===== config.mk =====
export PLATFORM = sky130hd
export DESIGN_NAME = gps_speed_drift_filter
export DESIGN_NICKNAME = d
export VERILOG_FILES = /design/src/design/gsdf_pkg.sv /design/src/design/gsdf_regs.sv /design/src/design/gsdf_core.sv /design/src/design/gps_speed_drift_filter.sv
export SDC_FILE = /design/constraint.sdc
export NUM_CORES = 1
export LEC_CHECK = 0
export BUFFER_PORTS_ARGS = -buffer_cell sky130_fd_sc_hd__buf_2
export CAP_MARGIN = 20
export CORE_ASPECT_RATIO = 1.1
export CORE_MARGIN = 5
export CORE_UTILIZATION = 45
export DETAILED_ROUTE_END_ITERATION = 7
export MAX_ROUTING_LAYER = met4
export PLACE_DENSITY_LB_ADDON = 0.25
export SLEW_MARGIN = 15
export SYNTH_ARGS = -nofsm -noshare
export SYNTH_HDL_FRONTEND = slang
export SYNTH_SLANG_ARGS = --single-unit
export TNS_END_PERCENT = 20

===== constraint.sdc =====
create_clock -name clk -period 17 [get_ports clk]
set_input_delay 1.7 -clock clk [delete_from_list [all_inputs] [get_ports clk]]
set_output_delay 1.7 -clock clk [all_outputs]
set_load 0.02 [all_outputs]

===== src/design/gsdf_pkg.sv =====
package gsdf_pkg;

  localparam int SpeedW = 16;
  localparam int AlphaW = 9;
  localparam int SatsW  = 6;
  localparam int AddrW  = 5;
  localparam int DataW  = 32;

  // Full-scale EMA weight, Q1.8 1.0
  localparam logic [AlphaW-1:0] AlphaOne = 9'd256;

  // Register map, word index = paddr[4:2]
  typedef enum logic [2:0] {
    REG_GPS_ENABLED       = 3'd0,
    REG_SMOOTHING_ALPHA   = 3'd1,
    REG_MIN_SPEED         = 3'd2,
    REG_MIN_RELIABLE_SATS = 3'd3,
    REG_UNLOCK_SPEED      = 3'd4,
    REG_RELOCK_SPEED      = 3'd5,
    REG_POOR_SIGNAL_CAP   = 3'd6
  } reg_idx_t;

  typedef struct packed {
    logic              gps_enabled;
    logic [AlphaW-1:0] smoothing_alpha;
    logic [SpeedW-1:0] min_speed;
    logic [SatsW-1:0]  min_reliable_sats;
    logic [SpeedW-1:0] unlock_speed;
    logic [SpeedW-1:0] relock_speed;
    logic [SpeedW-1:0] poor_signal_cap;
  } cfg_t;

  typedef struct packed {
    logic              fix_valid;
    logic [SpeedW-1:0] raw_speed;
    logic [SatsW-1:0]  used_sats;
    logic              stationary_hint;
  } fix_t;

  typedef struct packed {
    logic              fix_accepted;
    logic [SpeedW-1:0] reported_speed;
    logic              motion_detected;
  } speed_t;

endpackage


===== src/design/gsdf_regs.sv =====
module gsdf_regs (
  input  logic                          clk,
  input  logic                          rst,
  input  logic                          psel,
  input  logic                          penable,
  input  logic                          pwrite,
  input  logic [gsdf_pkg::AddrW-1:0]    paddr,
  input  logic [gsdf_pkg::DataW-1:0]    pwdata,
  output logic [gsdf_pkg::DataW-1:0]    prdata,
  output logic                          pready,
  output gsdf_pkg::cfg_t                cfg
);

  logic              wr_en;
  gsdf_pkg::reg_idx_t idx;

  assign pready = 1'b1;
  assign wr_en  = psel && penable && pwrite;
  assign idx    = gsdf_pkg::reg_idx_t'(paddr[4:2]);

  // Register writes; addresses past the map are dropped
  always_ff @(posedge clk) begin
    if (rst) begin
      cfg.gps_enabled       <= 1'b0;
      cfg.smoothing_alpha   <= 9'd128;
      cfg.min_speed         <= 16'd16;
      cfg.min_reliable_sats <= 6'd4;
      cfg.unlock_speed      <= 16'd40;
      cfg.relock_speed      <= 16'd8;
      cfg.poor_signal_cap   <= 16'd80;
    end else if (wr_en) begin
      case (idx)
        gsdf_pkg::REG_GPS_ENABLED:       cfg.gps_enabled       <= pwdata[0];
        gsdf_pkg::REG_SMOOTHING_ALPHA:   cfg.smoothing_alpha   <= pwdata[8:0];
        gsdf_pkg::REG_MIN_SPEED:         cfg.min_speed         <= pwdata[15:0];
        gsdf_pkg::REG_MIN_RELIABLE_SATS: cfg.min_reliable_sats <= pwdata[5:0];
        gsdf_pkg::REG_UNLOCK_SPEED:      cfg.unlock_speed      <= pwdata[15:0];
        gsdf_pkg::REG_RELOCK_SPEED:      cfg.relock_speed      <= pwdata[15:0];
        gsdf_pkg::REG_POOR_SIGNAL_CAP:   cfg.poor_signal_cap   <= pwdata[15:0];
        default: ;
      endcase
    end
  end

  // Read mux
  always_comb begin
    prdata = '0;
    case (idx)
      gsdf_pkg::REG_GPS_ENABLED:       prdata = {31'd0, cfg.gps_enabled};
      gsdf_pkg::REG_SMOOTHING_ALPHA:   prdata = {23'd0, cfg.smoothing_alpha};
      gsdf_pkg::REG_MIN_SPEED:         prdata = {16'd0, cfg.min_speed};
      gsdf_pkg::REG_MIN_RELIABLE_SATS: prdata = {26'd0, cfg.min_reliable_sats};
      gsdf_pkg::REG_UNLOCK_SPEED:      prdata = {16'd0, cfg.unlock_speed};
      gsdf_pkg::REG_RELOCK_SPEED:      prdata = {16'd0, cfg.relock_speed};
      gsdf_pkg::REG_POOR_SIGNAL_CAP:   prdata = {16'd0, cfg.poor_signal_cap};
      default:                         prdata = '0;
    endcase
  end

endmodule


===== src/design/gsdf_core.sv =====
module gsdf_core (
  input  logic              clk,
  input  logic              rst,
  input  gsdf_pkg::cfg_t    cfg,
  input  gsdf_pkg::fix_t    fix,
  input  logic              advance,
  output gsdf_pkg::speed_t  res
);

  // Filter state
  logic [15:0] smoothed;
  logic [15:0] smoothed_next;
  logic        motion;
  logic        motion_next;

  logic        take;
  logic [8:0]  alpha;
  logic signed [16:0] diff;
  logic signed [26:0] prod;
  logic signed [26:0] acc;
  logic [15:0] ema;
  logic        motion_new;
  logic        still;
  logic [16:0] thr;
  logic        below_thr;
  logic        poor;

  assign take = cfg.gps_enabled && fix.fix_valid;

  // EMA as s + a*(raw - s) >> 8: one signed multiply, floor of a non-negative sum
  assign alpha = (cfg.smoothing_alpha > gsdf_pkg::AlphaOne) ? gsdf_pkg::AlphaOne
                                                           : cfg.smoothing_alpha;
  assign diff  = $signed({1'b0, fix.raw_speed}) - $signed({1'b0, smoothed});
  assign prod  = 27'(diff) * 27'($signed({1'b0, alpha}));
  assign acc   = $signed({3'b000, smoothed, 8'd0}) + prod;
  assign ema   = acc[23:8];

  // Motion flag with hysteresis; the set test wins over the clear test, and the flag holds when neither fires
  always_comb begin
    motion_new = motion;
    priority if (fix.raw_speed > cfg.unlock_speed) begin
      motion_new = 1'b1;
    end else if (fix.raw_speed < cfg.relock_speed) begin
      motion_new = 1'b0;
    end else begin
      motion_new = motion;
    end
  end

  assign still     = fix.stationary_hint && !motion_new;
  assign thr       = still ? {cfg.min_speed, 1'b0} : {1'b0, cfg.min_speed};
  assign below_thr = {1'b0, ema} < thr;
  assign poor      = still && (fix.used_sats < cfg.min_reliable_sats)
                     && (ema < cfg.poor_signal_cap);

  // Result and next state
  always_comb begin
    smoothed_next       = smoothed;
    motion_next         = motion;
    res.fix_accepted    = 1'b0;
    res.reported_speed  = '0;
    res.motion_detected = motion;
    if (take) begin
      motion_next         = motion_new;
      res.fix_accepted    = 1'b1;
      res.motion_detected = motion_new;
      priority if (below_thr) begin
        smoothed_next = '0;
      end else if (poor) begin
        smoothed_next = ema;
      end else begin
        smoothed_next      = ema;
        res.reported_speed = ema;
      end
    end
  end

  always_ff @(posedge clk) begin
    if (rst) begin
      smoothed <= '0;
      motion   <= 1'b0;
    end else if (advance) begin
      smoothed <= smoothed_next;
      motion   <= motion_next;
    end
  end

endmodule


===== src/design/gps_speed_drift_filter.sv =====
// GPS speed drift filter. One item per cycle sustained while the result output is
// not stalled: each fix is registered in the input register on acceptance and
// then passes through the EMA multiply, the motion hysteresis and the zero-speed
// tests into the result register once that register is free.
// The smoothed speed and motion flag are updated as each fix leaves the input
// register, which closes the per-fix dependency. Registers sit at byte
// addresses 4*i (gps_enabled at 0 up to poor_signal_cap at 24); the user must
// write them only while no item is in flight, as the block does not enforce it.
module gps_speed_drift_filter (
  input  logic                          clk,
  input  logic                          rst,
  input  logic                          psel,
  input  logic                          penable,
  input  logic                          pwrite,
  input  logic [gsdf_pkg::AddrW-1:0]    paddr,
  input  logic [gsdf_pkg::DataW-1:0]    pwdata,
  output logic [gsdf_pkg::DataW-1:0]    prdata,
  output logic                          pready,
  input  logic                          sample_valid,
  output logic                          sample_stall,
  input  gsdf_pkg::fix_t                sample,
  output logic                          result_valid,
  input  logic                          result_stall,
  output gsdf_pkg::speed_t              result
);

  gsdf_pkg::cfg_t   cfg;
  gsdf_pkg::fix_t   fix;
  gsdf_pkg::speed_t res;
  logic             fix_vld;
  logic             advance;

  gsdf_regs u_regs (
    .clk     (clk),
    .rst     (rst),
    .psel    (psel),
    .penable (penable),
    .pwrite  (pwrite),
    .paddr   (paddr),
    .pwdata  (pwdata),
    .prdata  (prdata),
    .pready  (pready),
    .cfg     (cfg)
  );

  gsdf_core u_core (
    .clk     (clk),
    .rst     (rst),
    .cfg     (cfg),
    .fix     (fix),
    .advance (advance),
    .res     (res)
  );

  // Handshake: input register moves on when the result register is free
  assign advance      = fix_vld && (!result_valid || !result_stall);
  assign sample_stall = fix_vld && !advance;

  // Input register
  always_ff @(posedge clk) begin
    if (rst) begin
      fix_vld <= 1'b0;
    end else if (!sample_stall) begin
      fix_vld <= sample_valid;
    end
  end

  always_ff @(posedge clk) begin
    if (!sample_stall && sample_valid) begin
      fix <= sample;
    end
  end

  // Result register
  always_ff @(posedge clk) begin
    if (rst) begin
      result_valid <= 1'b0;
    end else if (!result_valid || !result_stall) begin
      result_valid <= fix_vld;
    end
  end

  always_ff @(posedge clk) begin
    if (advance) begin
      result <= res;
    end
  end

endmodule


==> impl_metrics.csv <==
group,metric,value,unit
status,outcome,"finished, final reports clean",
worst_setup_path,crit_family,"compound AO/OA/AOI/OAI gates",
global_route,grt.total_usage,23.9,%
final_layout,final_nets,1964,
placement,dp_hpwl,30500,um
clock_network,cts_buffers,17,
flow_run,maxCapViolations,0,
clock_network,clockBufferDepth,2,
final_layout,diodes,0,
routing,detail-route-antenna-nets,0,
die,coreArea,0.0297,mm^2
clock_network,clk_pin_slew,0.06,ns
timing,fmax,0.0901,GHz
clock_network,clkSinkCount,141,
power_and_ir_drop,cellLeakagePower,6.58,nW
routing,drc_errors,0,
power_and_ir_drop,p_seq_share,36.7,%
synth,ys_types,71,
power_and_ir_drop,netSwitchingPower,0.000310,W
timing,rsz0062_at_grt,"no",
synth,synth_ff_type,"dfxtp_1",
routing,dr.pass1.iters,5,
worst_setup_path,critPathArrivalTime,11.23,ns
routing,post_drt_wl_per_cell,18.9,um
die,start_util,45.7,%
timing,post-route-min-period,11.09,ns
clock_network,clk_latency,0.43,ns
synth,synth_compound_area_share,12.9,%
timing,worst_slew_pin_slew,1.09,ns
timing,hold_viol,0,
min_path,hp-class,"reg2reg",
routing,vias_per_cell,5.44,
clock_network,cts_tree,"done",
worst_setup_path,cp_num_buf_inv,3,
global_route,grt_max_degree,83,
worst_setup_path,critPathCaptureType,"register",
placement,place_area,0.0143,mm^2
placement,gp_congestion,0.919,
power_and_ir_drop,comb_power_share,23.0,%
power_and_ir_drop,power_frac_clock,40.3,%
placement,place_inst,1985,
global_route,grt.overflow.total,0,
timing,slew_headroom,27.0,%
final_layout,fin_area,0.0149,mm^2
timing,tns,0,ns
power_and_ir_drop,ir_worst_vdd,65.4,uV
timing,fin_hold_ws,0.460,ns
die,fp.dieW,176,um
synth,synthTopCellsByArea,"fa_1 19%, dfxtp_1 15%, ha_1 12%",
synth,synth_edf_count,42,
clock_network,holdBufCountCts,0,
synth,synth_xor_area_share,2.77,%
synth,yosysTopAreaCellShare,19.4,%
synth,ys_seq_area_share,23.9,%
final_layout,fillers,2858,
synth,synthSimpleGateAreaFrac,16.1,%
synth,synth_area,0.0136,mm^2
power_and_ir_drop,intPower,0.000673,W
clock_network,cts_root_buf,"clkbuf_16",
clock_network,postCtsSetupBuffers,0,
synth,yosysMostFrequentCell,"inv_1",
routing,routed_wl,38100,um
synth,synth.area.mux_share,2.99,%
worst_setup_path,crit_top_cell,"fa_1",
die,ios,121,
timing,fin_skew,0.00961,ns
placement,io_buffers,85,
routing,num_vias,11000,
synth,synthTopCellsByCount,"256 x inv_1, 251 x nand2_1, 134 x ha_1",
die,dieArea,0.0338,mm^2
clock_network,cts_resized,0,
synth,yosysWarnings,0,
worst_setup_path,startpoint_type,"register",
worst_setup_path,path_max_fanout,18,
final_layout,areaGrowthSynthToFinish,9.71,%
worst_setup_path,crit_slowest_cell,"a2111oi_0",
final_layout,drive_gt1_share,9.43,%
synth,async_flop_share,0,%
final_layout,stdcell_count,2017,
timing,setup_violations,0,
worst_setup_path,slowest_delay,0.89,ns
worst_setup_path,crit_type,"reg2reg",
worst_setup_path,worstPathRequired,17.14,ns
die,fp.dieH,192,um
global_route,antenna_found_initial,0,
timing,final-max-slew-violation-count,0,
power_and_ir_drop,powerDensity,65.9,mW/mm^2
timing,period_share,65.3,%
synth,yosys.area.top_type,"fa_1",
synth,synthCells,1571,
clock_network,htree_num_levels,4,
synth,syn_avg_cell_area,8.65,um^2
synth,ys_ff_latch,141,
global_route,first_global_vias,11400,
synth,synth_fa_ha_area_share,31.8,%
global_route,grt_first_pass_wirelength,61600,um
routing,drtIter0Drc,706,
die,num_rows,66,
power_and_ir_drop,power.share.switching,31.5,%
synth,synth_top_family_by_area,"adder cells",
logic make-up after synthesis:
group                      Yosys count
and+or+nand+nor                    488
buffers and inverters              326
adders and majority gates          266
AOI/OAI and AO/OA                  265
DFF                                141
xor gates and xnor gates            43
muxes                               40
other                                2
tightest hold or removal path, stage by stage, from the launching register on:
cell	delay [ns]
dfxtp_1	0.31
nand2_1	0.05
a21oi_1	0.05
placed cells by master (no fill, tap or decap), types with 10 or more instances in the layout:
cell / Yosys / layout
buf_2: 2 / 85
dfxtp_1: 99 / 99
fa_1: 132 / 132
nand3_1: 12 / 12
nand4_1: 10 / 10
nand2b_1: 12 / 12
a21o_1: 17 / 17
xor2_1: 17 / 17
buf_4: 17 / 10
conb_1: 2 / 17
nor2b_1: 21 / 20
xnor2_1: 26 / 26
nand2_1: 251 / 251
inv_1: 256 / 256
and2_1: 16 / 16
edfxtp_1: 42 / 42
clkbuf_16: 0 / 19
o21ai_0: 33 / 33
ha_1: 134 / 134
a22o_1: 21 / 21
nor2_1: 115 / 115
a21oi_1: 120 / 120
nor3_1: 12 / 12
mux2i_1: 35 / 35
power groups by stage:
stage               Clock [W]  Sequential [W]  Combinational (W)
floorplan                   0        0.000367           0.000157
global placement            0        0.000368           0.000219
detailed placement          0        0.000368           0.000223
CTS                  0.000401        0.000360           0.000225
global route         0.000414        0.000361           0.000253
finish               0.000396        0.000360           0.000226
registers in the layout, summed over array words and instances (netlist names):
register	cells
fix	24
fix_vld	1
result	18
result_valid	1
u_core.motion	1
u_core.smoothed	16
u_regs.cfg	80
routing by layer:
metal | vias up | global-route usage, % | routed length [um]
met5 | - | - | 0
met4 | 0 | 8.82 | 1230
met3 | 61 | 3.15 | 1920
met2 | 330 | 39.7 | 18600
met1 | 5367 | 30.1 | 16300
li1 | 5224 | - | -
area by class of cell:
| type | count | area (um^2) | share of cell area (%) |
|---|---|---|---|
| Clock buffer | 20 | 479 | 3.21 |
| Tap cell | 374 | 468 | 3.14 |
| Clock inverter | 12 | 146 | 0.982 |
| Inverter | 256 | 961 | 6.44 |
| Sequential cell | 141 | 3240 | 21.8 |
| Timing Repair Buffer | 95 | 500 | 3.36 |
| Multi-Input combinational cell | 1119 | 9110 | 61.1 |
stage by stage:
| step | total power, W | setup slack (ns) | util [%] |
|---|---|---|---|
| 6_report | 0.000982 | 5.91 | 50.2 |
| 5_1_grt | 0.00103 | 5.48 | 50.2 |
| 4_1_cts | 0.000987 | 5.88 | 50.2 |
| 3_5_place_dp | 0.000590 | 5.94 | 48.1 |
| 3_3_place_gp | 0.000587 | 5.94 | 48.1 |
| 2_1_floorplan | 0.000524 | 7.98 | - |
worst paths after layout:
path | cells past startpoint | slack (ns) | from | end
worst min-delay path | 2 | 0.46 | u_regs.cfg[40] | u_regs.cfg[40]
worst max register to register | 33 | 5.91 | fix[8] | result[9]
worst max-delay path | 33 | 5.91 | fix[8] | result[9]
worst min register to register | 2 | 0.46 | u_regs.cfg[40] | u_regs.cfg[40]
(Power assumes the default switching activity.)
